===== src/mru_pkg.sv =====
`timescale 1ns / 1ps
// Shared types for the recent-entries MRU list.
// No dependencies; used by the interfaces, controller, datapath and top level.
package mru_pkg;

	// One stored preset: mode, value, clock minute, day offset (53 bits)
	typedef struct packed {
		logic [1:0]  mode;
		logic [31:0] value;
		logic [10:0] minute;
		logic [7:0]  day;
	} mru_entry_t;

	localparam logic OP_ADD  = 1'b0;
	localparam logic OP_LIST = 1'b1;

	typedef struct packed {
		logic        opcode;
		logic [1:0]  entry_mode_in;
		logic [31:0] offset_value;
		logic [31:0] target_value;
		logic [10:0] clock_minute_in;
		logic [7:0]  day_shift_in;
	} mru_req_t;

	typedef struct packed {
		logic        valid_res;
		logic [5:0]  slot;
		logic [1:0]  entry_mode;
		logic [31:0] entry_value;
		logic [10:0] entry_clock_minute;
		logic [7:0]  entry_day_shift;
		logic [6:0]  list_count;
		logic        last;
	} mru_rsp_t;

	typedef struct packed {
		logic [1:0] data;
	} mru_cfg_t;

	// Controller -> datapath
	typedef struct packed {
		logic capture;
		logic rd;
		logic merge;
		logic flush;
		logic emit;
		logic emit_empty;
	} mru_cmd_t;

	// Datapath -> controller
	typedef struct packed {
		logic is_add;
		logic rd_more;
		logic cnt_zero;
		logic out_free;
	} mru_stat_t;

endpackage


===== src/mru_ifs.sv =====
`timescale 1ns / 1ps
// Valid/ready channel interfaces for requests, responses and configuration.
// Depends on mru_pkg for the payload types.
interface mru_req_if;
	import mru_pkg::*;
	logic     valid;
	logic     ready;
	mru_req_t data;
	modport source (output valid, output data, input ready);
	modport sink (input valid, input data, output ready);
endinterface

interface mru_rsp_if;
	import mru_pkg::*;
	logic     valid;
	logic     ready;
	mru_rsp_t data;
	modport source (output valid, output data, input ready);
	modport sink (input valid, input data, output ready);
endinterface

interface mru_cfg_if;
	import mru_pkg::*;
	logic     valid;
	logic     ready;
	mru_cfg_t data;
	modport source (output valid, output data, input ready);
	modport sink (input valid, input data, output ready);
endinterface


===== src/mru_ctrl.sv =====
`timescale 1ns / 1ps
// Sequencer for the MRU list: merge pass on add, then emit pass.
// Depends on mru_pkg for command and status types.
module mru_ctrl (
	input  logic               clk,
	input  logic               arst_n,
	input  logic               in_valid,
	output logic               in_ready,
	input  mru_pkg::mru_stat_t st,
	output mru_pkg::mru_cmd_t  cmd
);
	import mru_pkg::*;

	typedef enum logic [6:0] {
		S_IDLE  = 7'b0000001,
		S_DISP  = 7'b0000010,
		S_A_RD  = 7'b0000100,
		S_A_CMP = 7'b0001000,
		S_A_FL  = 7'b0010000,
		S_L_RD  = 7'b0100000,
		S_L_OUT = 7'b1000000
	} state_t;

	state_t state_q, state_d;
	logic   empty_q, empty_d;   // list pass on empty list pending

	always_ff @(posedge clk or negedge arst_n) begin
		if (!arst_n) begin
			state_q <= S_IDLE;
			empty_q <= 1'b0;
		end else begin
			state_q <= state_d;
			empty_q <= empty_d;
		end
	end

	always_comb begin
		state_d  = state_q;
		empty_d  = empty_q;
		cmd      = '0;
		in_ready = 1'b0;
		unique case (state_q)
			S_IDLE: begin
				in_ready    = 1'b1;
				cmd.capture = in_valid;
				if (in_valid) state_d = S_DISP;
			end
			S_DISP: begin
				if (st.is_add) begin
					state_d = st.rd_more ? S_A_RD : S_A_FL;
				end else begin
					empty_d = st.cnt_zero;
					state_d = st.cnt_zero ? S_L_OUT : S_L_RD;
				end
			end
			S_A_RD: begin
				cmd.rd  = 1'b1;
				state_d = S_A_CMP;
			end
			S_A_CMP: begin
				cmd.merge = 1'b1;
				state_d   = st.rd_more ? S_A_RD : S_A_FL;
			end
			S_A_FL: begin
				cmd.flush = 1'b1;
				state_d   = S_L_RD;
			end
			S_L_RD: begin
				cmd.rd  = 1'b1;
				state_d = S_L_OUT;
			end
			S_L_OUT: begin
				if (st.out_free) begin
					if (empty_q) begin
						cmd.emit_empty = 1'b1;
						empty_d        = 1'b0;
						state_d        = S_IDLE;
					end else begin
						cmd.emit = 1'b1;
						state_d  = st.rd_more ? S_L_RD : S_IDLE;
					end
				end
			end
			default: state_d = S_IDLE;
		endcase
	end

endmodule


===== src/mru_dp.sv =====
`timescale 1ns / 1ps
// Datapath for the MRU list: entry memory, merge carry, counters, output register.
// Depends on mru_pkg for entry, payload, command and status types.
module mru_dp #(
	parameter int LIST_CAPACITY = 8
) (
	input  logic               clk,
	input  logic               arst_n,
	input  mru_pkg::mru_req_t  req,
	input  logic               cfg_we,
	input  logic [1:0]         cfg_data,
	input  mru_pkg::mru_cmd_t  cmd,
	output mru_pkg::mru_stat_t st,
	output logic               out_valid,
	input  logic               out_ready,
	output mru_pkg::mru_rsp_t  out_data
);
	import mru_pkg::*;

	localparam int CNT_W = $clog2(LIST_CAPACITY + 1);
	localparam int IDX_W = (LIST_CAPACITY > 1) ? $clog2(LIST_CAPACITY) : 1;
	localparam logic [CNT_W-1:0] CAP_C = CNT_W'(LIST_CAPACITY);
	localparam logic [CNT_W-1:0] ONE_C = CNT_W'(1);

	mru_entry_t       mem [LIST_CAPACITY];
	mru_entry_t       fresh_q, carry_q, rd_data_q;
	mru_rsp_t         out_q;
	logic             out_vld_q;
	logic [1:0]       upm_q;
	logic             is_add_q;
	logic [CNT_W-1:0] cnt_q, rd_idx_q, wr_idx_q;
	logic             keep, wr_room, we, out_free;
	mru_entry_t       fresh_d;

	assign keep     = (rd_data_q != fresh_q);
	assign wr_room  = (wr_idx_q < CAP_C);
	assign we       = (cmd.merge && keep) || (cmd.flush && wr_room);
	assign out_free = !out_vld_q || out_ready;

	always_comb begin
		fresh_d.mode   = req.entry_mode_in;
		fresh_d.value  = (req.entry_mode_in == upm_q) ? req.offset_value : req.target_value;
		fresh_d.minute = req.clock_minute_in;
		fresh_d.day    = req.day_shift_in;
	end

	// Entry memory: one write port, one registered read port
	always_ff @(posedge clk) begin
		if (we) mem[wr_idx_q[IDX_W-1:0]] <= carry_q;
		if (cmd.rd) rd_data_q <= mem[rd_idx_q[IDX_W-1:0]];
	end

	// Payload registers
	always_ff @(posedge clk) begin
		if (cmd.capture) begin
			fresh_q <= fresh_d;
			carry_q <= fresh_d;
		end else if (cmd.merge && keep) begin
			carry_q <= rd_data_q;
		end
		if (cmd.emit) begin
			out_q.valid_res          <= 1'b1;
			out_q.slot               <= 6'(CNT_W'(rd_idx_q - ONE_C));
			out_q.entry_mode         <= rd_data_q.mode;
			out_q.entry_value        <= rd_data_q.value;
			out_q.entry_clock_minute <= rd_data_q.minute;
			out_q.entry_day_shift    <= rd_data_q.day;
			out_q.list_count         <= 7'(cnt_q);
			out_q.last               <= (rd_idx_q == cnt_q);
		end else if (cmd.emit_empty) begin
			out_q.valid_res          <= 1'b0;
			out_q.slot               <= 6'd0;
			out_q.entry_mode         <= 2'd0;
			out_q.entry_value        <= 32'd0;
			out_q.entry_clock_minute <= 11'd0;
			out_q.entry_day_shift    <= 8'd0;
			out_q.list_count         <= 7'd0;
			out_q.last               <= 1'b1;
		end
	end

	// Control registers
	always_ff @(posedge clk or negedge arst_n) begin
		if (!arst_n) begin
			upm_q     <= 2'd0;
			is_add_q  <= 1'b0;
			cnt_q     <= '0;
			rd_idx_q  <= '0;
			wr_idx_q  <= '0;
			out_vld_q <= 1'b0;
		end else begin
			if (cfg_we) upm_q <= cfg_data;
			if (cmd.capture) begin
				is_add_q <= (req.opcode == OP_ADD);
				rd_idx_q <= '0;
				wr_idx_q <= '0;
			end else if (cmd.rd) begin
				rd_idx_q <= CNT_W'(rd_idx_q + ONE_C);
			end else if (cmd.flush) begin
				rd_idx_q <= '0;
			end
			if (cmd.merge && keep) wr_idx_q <= CNT_W'(wr_idx_q + ONE_C);
			if (cmd.flush) cnt_q <= wr_room ? CNT_W'(wr_idx_q + ONE_C) : wr_idx_q;
			if (cmd.emit || cmd.emit_empty) out_vld_q <= 1'b1;
			else if (out_ready) out_vld_q <= 1'b0;
		end
	end

	assign st.is_add   = is_add_q;
	assign st.rd_more  = (rd_idx_q < cnt_q);
	assign st.cnt_zero = (cnt_q == '0);
	assign st.out_free = out_free;

	assign out_valid = out_vld_q;
	assign out_data  = out_q;

endmodule


===== src/recent_entries_mru_list_top.sv =====
`timescale 1ns / 1ps
// Top level of the recent-entries MRU list: controller, datapath, config register.
// Depends on mru_pkg, mru_ifs, mru_ctrl and mru_dp.
//
// Usage:
//   req  - one transaction per add (opcode 0) or list (opcode 1) request.
//   rsp  - one transaction per list entry, front (slot 0) to back, last set on
//          the final one; an empty list gives a single transaction with
//          valid_res 0, last 1 and all other fields 0.
//   cfg  - writes up_mode_code; always ready, to be written while idle.
// Flow: requests are handled one at a time; req.ready is high only while
//   the sequencer is idle. An add first runs a merge pass in which every
//   entry held before the add costs a memory read plus a compare/write
//   step on the entry store, then a flush step. The list pass then reads
//   each entry and loads the output register, waiting while it is full.
// Stalls: results sit in the output register until rsp.ready; the emit pass
//   waits on a full output register, nothing is dropped.
// Reset: arst_n clears the list count, sequencer and up_mode_code to 0; the
//   entry memory is not cleared, as only entries below the count are read.
module recent_entries_mru_list_top #(
	parameter int LIST_CAPACITY = 8
) (
	input  logic       clk,
	input  logic       arst_n,
	mru_req_if.sink    req,
	mru_rsp_if.source  rsp,
	mru_cfg_if.sink    cfg
);
	import mru_pkg::*;

	mru_cmd_t  cmd;
	mru_stat_t st;
	logic      cfg_we;

	// Configuration register never back-pressures
	assign cfg.ready = 1'b1;
	assign cfg_we    = cfg.valid;

	mru_ctrl u_ctrl (
		.clk      (clk),
		.arst_n   (arst_n),
		.in_valid (req.valid),
		.in_ready (req.ready),
		.st       (st),
		.cmd      (cmd)
	);

	mru_dp #(
		.LIST_CAPACITY (LIST_CAPACITY)
	) u_dp (
		.clk       (clk),
		.arst_n    (arst_n),
		.req       (req.data),
		.cfg_we    (cfg_we),
		.cfg_data  (cfg.data.data),
		.cmd       (cmd),
		.st        (st),
		.out_valid (rsp.valid),
		.out_ready (rsp.ready),
		.out_data  (rsp.data)
	);

	// Count reported never exceeds the configured capacity
	a_cnt_cap: assert property (@(posedge clk) disable iff (!arst_n)
		rsp.valid |-> (rsp.data.list_count <= 7'(LIST_CAPACITY)))
		else $error("list_count above capacity");

	// The final entry result sits in the last slot
	a_last_slot: assert property (@(posedge clk) disable iff (!arst_n)
		(rsp.valid && rsp.data.valid_res && rsp.data.last) |->
		(7'(rsp.data.slot) == 7'(rsp.data.list_count - 7'd1)))
		else $error("last marker not on final slot");

	// An empty-list result is alone and carries a zero count
	a_empty: assert property (@(posedge clk) disable iff (!arst_n)
		(rsp.valid && !rsp.data.valid_res) |->
		(rsp.data.last && (rsp.data.list_count == 7'd0)))
		else $error("malformed empty-list result");

	// No new request is taken while a list pass is still being emitted
	a_busy: assert property (@(posedge clk) disable iff (!arst_n)
		(rsp.valid && !rsp.data.last) |-> !req.ready)
		else $error("request accepted mid list");

endmodule

===== src/flat_wrapper.sv =====
// flat-port wrapper written by rule: the top's interface ports become plain ports
module recent_entries_mru_list_top_flat import mru_pkg::*;
#(
	parameter int LIST_CAPACITY = 8
)
  (clk, arst_n, req_valid, req_data, req_ready, rsp_valid, rsp_data, rsp_ready, cfg_valid, cfg_data, cfg_ready);
  mru_req_if req_i ();
  mru_rsp_if rsp_i ();
  mru_cfg_if cfg_i ();
  input  logic clk;
  input  logic arst_n;
  input wire logic [$bits(req_i.valid)-1:0] req_valid;
  input wire logic [$bits(req_i.data)-1:0] req_data;
  output wire logic [$bits(req_i.ready)-1:0] req_ready;
  output wire logic [$bits(rsp_i.valid)-1:0] rsp_valid;
  output wire logic [$bits(rsp_i.data)-1:0] rsp_data;
  input wire logic [$bits(rsp_i.ready)-1:0] rsp_ready;
  input wire logic [$bits(cfg_i.valid)-1:0] cfg_valid;
  input wire logic [$bits(cfg_i.data)-1:0] cfg_data;
  output wire logic [$bits(cfg_i.ready)-1:0] cfg_ready;
  assign req_i.valid = req_valid;
  assign req_i.data = req_data;
  assign req_ready = req_i.ready;
  assign rsp_valid = rsp_i.valid;
  assign rsp_data = rsp_i.data;
  assign rsp_i.ready = rsp_ready;
  assign cfg_i.valid = cfg_valid;
  assign cfg_i.data = cfg_data;
  assign cfg_ready = cfg_i.ready;
  recent_entries_mru_list_top #(.LIST_CAPACITY(LIST_CAPACITY)) u_core (.clk(clk), .arst_n(arst_n), .req(req_i), .rsp(rsp_i), .cfg(cfg_i));
endmodule

===== config.mk =====
export PLATFORM = sky130hd
export DESIGN_NAME = recent_entries_mru_list_top_flat
export DESIGN_NICKNAME = d
export VERILOG_FILES = /design/src/mru_pkg.sv /design/src/mru_ifs.sv /design/src/mru_ctrl.sv /design/src/mru_dp.sv /design/src/recent_entries_mru_list_top.sv /design/src/flat_wrapper.sv
export SDC_FILE = /design/constraint.sdc
export NUM_CORES = 1
export LEC_CHECK = 0
export BUFFER_PORTS_ARGS = -buffer_cell sky130_fd_sc_hd__buf_2
export CAP_MARGIN = 20
export CORE_UTILIZATION = 40
export CTS_CLUSTER_DIAMETER = 150
export CTS_CLUSTER_SIZE = 40
export DETAILED_ROUTE_END_ITERATION = 6
export MAX_ROUTING_LAYER = met4
export PLACE_DENSITY = 0.62
export RECOVER_POWER = 25
export SETUP_SLACK_MARGIN = 0.3
export SKIP_LAST_GASP = 1
export SLEW_MARGIN = 0
export SYNTH_ARGS = -nofsm -noshare
export SYNTH_HDL_FRONTEND = slang
export SYNTH_SLANG_ARGS = --single-unit

===== constraint.sdc =====
create_clock -name clk -period 17.35 [get_ports clk]
set_input_delay 0.8675 -clock clk [delete_from_list [all_inputs] [get_ports clk]]
set_output_delay 0.8675 -clock clk [all_outputs]
set_load 0.02 [all_outputs]

# After elaboration in Yosys (flattened, before gate mapping)
# Memory sizes are Yosys's and may differ from the RTL's. A register that Yosys moved wholly into a read port is not among the register bits.
# Cells that the tools add are included.
[classes] magnitude_cmp=2 n_addsub=3 mux=35 bitwise=1 eq_ne=13 n_reduce_logical=15
[ops] operator="65-bit 2-to-1 mux" n=2
[ops] operator="53-bit 2-to-1 mux" n=2
[ops] operator="53-bit inequality test" n=1
[ops] operator="7-bit case mux with 7 select lines" n=1
[ops] operator="32-bit 2-to-1 mux" n=1
[ops] operator="7-bit 2-to-1 mux" n=4
[ops] operator="4-bit 2-to-1 mux" n=6
[ops] operator="1-bit 2-to-1 mux" n=13
[ops] operator="6-bit 2-to-1 mux" n=2
[ops] operator="4-bit by 1-bit adder with 4-bit output (second input constant)" n=2
[ops] operator="2-bit nonzero test" n=4
[ops] operator="7-bit by 1-bit equality test with 1-bit output (second input constant)" n=1
[ops] operator="7-bit by 2-bit equality test with 1-bit output (second input constant)" n=1
[ops] operator="7-bit by 3-bit equality test with 1-bit output (second input constant)" n=1
[ops] operator="7-bit by 4-bit equality test with 1-bit output (second input constant)" n=1
[ops] operator="7-bit by 5-bit equality test with 1-bit output (second input constant)" n=1
[ops] operator="7-bit by 6-bit equality test with 1-bit output (second input constant)" n=1
[ops] operator="7-bit equality test (second input constant)" n=1
[ops] operator="2-bit inequality test (second input constant)" n=3
[ops] operator="5-bit 2-to-1 mux" n=1
[ops] operator="4-bit equality test" n=1
[ops] operator="4-bit zero test" n=1
[ops] operator="4-bit < comparator" n=1
[ops] operator="4-bit < comparator (second input constant)" n=1
[ops] operator="other kinds (12)" n=16
[totals] inputBits=93 wordCells=94 ff_bits=193 ramBits=424 mem_count=1 output_inout_bits=71
[mem_list] name="u_core.u_dp.mem" words=8 word_bits=53 rd=1 rd_ports_with_merged_regs=1 write_ports=1 line_no="mru_dp.sv:25" source="mru_entry_t mem [LIST_CAPACITY];"

# Logic depth before layout (Yosys ltp)
[logic_depth] depth_word=6 ltp_mapped=10 ltp_nobuf=8

# Cells and area by module
# A second synthesis with hierarchy kept.
[unflattened] hier_cells=1251 area_unflattened_um2=26180.1
[by_module_without_submodules] module="mru_dp" area_per_inst_um2=25597.0 n_inst=1 seq_area_each_um2=19789.0 cells_per_inst=1186
[by_module_without_submodules] module="mru_ctrl" area_per_inst_um2=571.8 n_inst=1 seq_area_each_um2=201.4 cells_per_inst=63
[by_module_without_submodules] module="recent_entries_mru_list_top" area_per_inst_um2=11.3 n_inst=1 seq_area_each_um2=0.0 cells_per_inst=2

# Worst setup path before layout
# No wires, ideal clock.
[synth_path] path_type="reg2reg" from="reg u_core.u_ctrl.state_q[1]" to="mem u_core.u_dp.mem[2][0] (netlist bit), enable pin" period_less_slack_ps=7659 setup_slack_ps=9691 t_arrival_ps=7045 required_time_ps=16736 path_stages_with_launch=6 setup_ps=614 n_path_buf=1 path_cell_list="dfrtp_1 or3_1 buf_2 nor4_4 a22oi_1 nor4b_1"
[synth_between] elab_chain_cells=6 elab_cells_between_ends=9 cone_classes="eq/ne (2); mux (4); reduce/logical (3)"
[synth_rtl] element="start, declared" line_no="mru_ctrl.sv:24" source="state_t state_q, state_d;"
[synth_rtl] element="start signal, assigned" line_no="mru_ctrl.sv:32" source="state_q <= state_d;"
[synth_rtl] element="7-bit by 4-bit equality test with 1-bit output or 7-bit by 5-bit equality test with 1-bit output (tied branches)" line_no="mru_ctrl.sv:42" source="unique case (state_q)"
[synth_rtl] element="1-bit 2-to-1 mux" line_no="mru_ctrl.sv:42"
[synth_rtl] element="1-bit logical AND" line_no="mru_dp.sv:37" source="assign we = (cmd.merge && keep) || (cmd.flush && wr_room);"
[synth_rtl] element="1-bit logical OR *" line_no="mru_dp.sv:37"
[synth_rtl] element="1-bit 2-to-1 mux *" line_no="mru_dp.sv:49" source="if (we) mem[wr_idx_q[IDX_W-1:0]] <= carry_q;"
[synth_rtl] element="1-bit 2-to-1 mux (not written as such) *" line_no="mru_dp.sv:49"
[synth_rtl] element="end, declared" line_no="mru_dp.sv:25"
# Every way passes the cells marked *; elsewhere a longest branch is shown, timed or not.

# Worst setup path in the final report
[layout_path] from="reg u_core.u_dp.rd_data_q[25] (netlist name)" to="mem u_core.u_dp.mem[7][42] (netlist bit), enable pin"
[layout_between] elab_chain_cells=5
[layout_rtl] element="53-bit inequality test" line_no="mru_dp.sv:35" source="assign keep = (rd_data_q != fresh_q);"
[layout_rtl] element="1-bit logical AND" line_no="mru_dp.sv:37"
[layout_rtl] element="1-bit logical OR" line_no="mru_dp.sv:37"
[layout_rtl] element="1-bit 2-to-1 mux" line_no="mru_dp.sv:49"
[layout_rtl] element="1-bit 2-to-1 mux (not written as such)" line_no="mru_dp.sv:49"
# Every way passes these cells.

==> impl_results.md <==
* Outcome: finished with violations
* Failing checks: capacitance limit, slew limit
* Root Buffer: clkbuf_16
* Crit path max fanout at 53
* Largest area contributor in the netlist: edfxtp_1
* Required @ worst endpoint at 17.57 ns
* Leakage power at 8.97 nW
* RSZ-0062 raised after global routing: no
* Initial drt markers at 1109
* Post-synth ARST share at 0.0358
* Max clock buf depth at 3
* Final Max Slew Viols at 25
* Worst Setup Slack post-DPL at 13.13 ns
* Achievable Freq at 0.239 GHz
* Syn. warnings at 0
* Drt first pass iters at 5
* Worst hold endpoint: u_core.u_dp.out_data[67]$_SDFFE_PP1P_
* Placer congestion estimate at ~0.75
* Arrival time worst endpoint at 4.41 ns
* Final setup fails at 0
* Initial antenna violation count at 1
* Hold Path Stages at 2
* Worst R2R Start: u_core.u_dp.rd_data_q[25]$_DFFE_PN_
* Sink Count at 670
* CP startpoint kind: register
* R2R Path End: u_core.u_dp.mem[7][42]$_DFFE_PP_
* Core region area at about 64000 um2
* Slew margin rel. at -0.138
* Area grow syn2layout at 9.25%
* I/O Pins at 164
* Ant. Diodes at 0
* Slack of the worst reg-to-reg path at roughly 13 ns
* Via count at about 12000
* Crit path time final at 4.19 ns
* Number of global-route vias before repair at 12582
* CP endpoint kind: register
* CP startpoint: u_core.u_dp.rd_data_q[25]$_DFFE_PN_
* Hold_sp: u_core.u_dp.out_data[67]$_SDFFE_PP1P_
* Nets at 1595
* Smallest setup slack after layout at between 10 and 15 ns
* Synth cell types at 53
* Max-Cap Viols at 1
* Post-CTS Setup Inserts at 0
* VDD IR max at 0.0654 mV
* First-pass GRT wire length at 84100 um
* Final worst path period share at 0.241
* Count leader, synth: edfxtp_1
* Number of synthesized flops with an enable pin at 645
* Syn Inst Count at 1351
* DP HPWL at between 30000 and 40000 um
* Synth Flop Type: edfxtp_1
* Clk_skew at approximately 0.020 ns
* Row Count at just over 90
* Global route overflow at 0
* Number of I/O port buffers at 157
* PostCTS Resize Cnt at 0
* Mux cell area share after synthesis at 0.129
* Reg2reg path depth at 7
* Hold buffers post-CTS at 0
* Design area at ~29000 um2
* Layout cell share with drive strength beyond 1 at 0.267
* DIE AREA at 66300 um2
* Worst skew pair latency at ~0.59 ns
* H-tree depth at 1
* Synth Area in Simple Gates at 0.0612
* Mean Syn Cell Area at 19.3 um2
* Die Y-Extent at roughly 260 um
* Compound-Gate Fraction of Synth Area at 0.00638
* Post-synth top area share at 0.742
* Initial cell density of the core at 0.405
* XOR/XNOR share of the synthesized area at 0.0198
* Fill cells at between 5000 and 6000
* Antenna-violating nets left at 0
* Top cells by area, synth: edfxtp_1 74%, mux4_2 9.1%, mux2_2 3.8%
* Drt via density at 5.26
* Largest family of logic cells by synthesized area: multiplexers
* CTS tree: done
* CTS Buf Count at 20
* Largest net degree at the start of global routing at between 60 and 70
* Setup TNS at 0 ns
* Die W at around 260 um
* Worst-path clk slew at 0.14 ns
* Synth Register Bits at 670
* Total track usage at 0.177
* Worst-Margin Slew at roughly 1.7 ns
* Seq/Total Area, Yosys at 0.766
* Adder-cell share of the synthesized area at 0.00384
* Placed Area at ~28000 um2
* Cell Area, Synth at 26100 um2
* WS Path Type: register to register
* DRC viols at 0
* Most instantiated cells after synthesis: 645 x edfxtp_1, 176 x nand2_1, 106 x mux4_2
* Final Hold Vio Count at 0
* Power Density at 115 nW/um2
* Hold crit path type: register to register
* Total Wirelength at 56700 um
* Routed WL per cell at 24.0 um
layout by cell type, fill, tap and decap left out, types with 3 or more instances in the layout:
cell / instances
nor2_1: 20
buf_4: 22
and2_1: 54
mux2_2: 87
nand2_1: 175
nand3_1: 6
o21ai_0: 10
nor4b_2: 3
mux4_2: 106
clkbuf_16: 21
inv_1: 7
ha_1: 8
conb_1: 6
xnor2_1: 54
dfrtp_1: 20
nand4_1: 14
edfxtp_1: 645
nor4_1: 6
xor2_1: 5
buf_2: 136
nand2b_1: 8
nand2_2: 3
clkbuf_1: 34
a21oi_1: 9
nor2b_1: 3
area by class of cell:
cell class / count / area (um2) / share of cell area
inverters: 10 / 41.3 / 0.00145
repair buffers: 180 / 952 / 0.0334
clock buffers: 34 / 574 / 0.0201
well taps: 855 / 1070 / 0.0375
flip-flops and latches: 670 / 20000 / 0.702
clock inverters: 2 / 13.8 / 0.000483
multi-input cells: 612 / 5850 / 0.205
critical path: stages, from the launching register on:
cell and delay [ns]:
edfxtp_1 0.49, xnor2_1 0.44, nand4_1 0.35, nor4_1 0.61, nand4_1 0.32, a22oi_1 0.99
nor3b_2 0.11, buf_4 0.47
layer usage:
layer / GRT usage / share of wire / vias to the layer above
li1: - / - / 5476
met1: 0.249 / 0.45 / 6591
met4: 0.0237 / 0.011 / 0
met2: 0.285 / 0.49 / 334
met5: - / 0 / -
met3: 0.0209 / 0.052 / 36
sequential cells by signal (all words and copies together), names as in the netlist:
| name | flops |
|---|---|
| u_core.u_dp.fresh_q | 53 |
| u_core.u_dp.upm_q | 2 |
| u_core.u_dp.rd_idx_q | 4 |
| u_core.u_dp.out_valid | 1 |
| u_core.u_dp.cnt_q | 4 |
| u_core.u_dp.wr_idx_q | 4 |
| u_core.u_dp.rd_data_q | 53 |
| u_core.u_dp.is_add_q | 1 |
| u_core.u_ctrl.empty_q | 1 |
| u_core.u_dp.mem | 424 |
| u_core.u_dp.carry_q | 53 |
| u_core.u_dp.out_data | 63 |
| u_core.u_ctrl.state_q | 7 |
power breakdown:
group,total (mW),switching (mW),internal (mW),leakage [nW]
combinational,0.470,0.293,0.177,2.58
sequential,2.13,0.123,2.01,6.11
clock,0.678,0.444,0.233,0.279
logic make-up after synthesis:
logic type / count (synthesis)
flip-flops: 670
AO/OA/AOI/OAI: 28
adder cells (fa/ha/maj): 8
multiplexers: 194
other: 2
buffers and inverters: 73
XOR/XNOR: 59
AND/OR/NAND/NOR: 317
how the worst max path moves through the flow:
| stage | end | slack [ns] |
|---|---|---|
| 2_1_floorplan | u_core.u_dp.mem[2][0]$_DFFE_PP_ | 9.69 |
| 3_3_place_gp | u_core.u_dp.mem[7][39]$_DFFE_PP_ | 13.14 |
| 3_5_place_dp | u_core.u_dp.mem[7][24]$_DFFE_PP_ | 13.13 |
| 4_1_cts | u_core.u_dp.mem[7][42]$_DFFE_PP_ | 13.06 |
| 5_1_grt | u_core.u_dp.mem[7][39]$_DFFE_PP_ | 12.87 |
| 6_report | u_core.u_dp.mem[7][42]$_DFFE_PP_ | 13.16 |
through the flow:
stage,hold WS [ns],total power [mW],cells,utilization
2_1_floorplan,0.472,2.45,1355,-
3_3_place_gp,0.434,2.63,2326,0.433
3_5_place_dp,0.436,2.65,2326,0.433
4_1_cts,0.302,3.31,2362,0.442
5_1_grt,0.442,3.41,2363,0.442
6_report,0.452,3.28,2363,0.442
No activity file was read; power rests on OpenSTA's default activity.
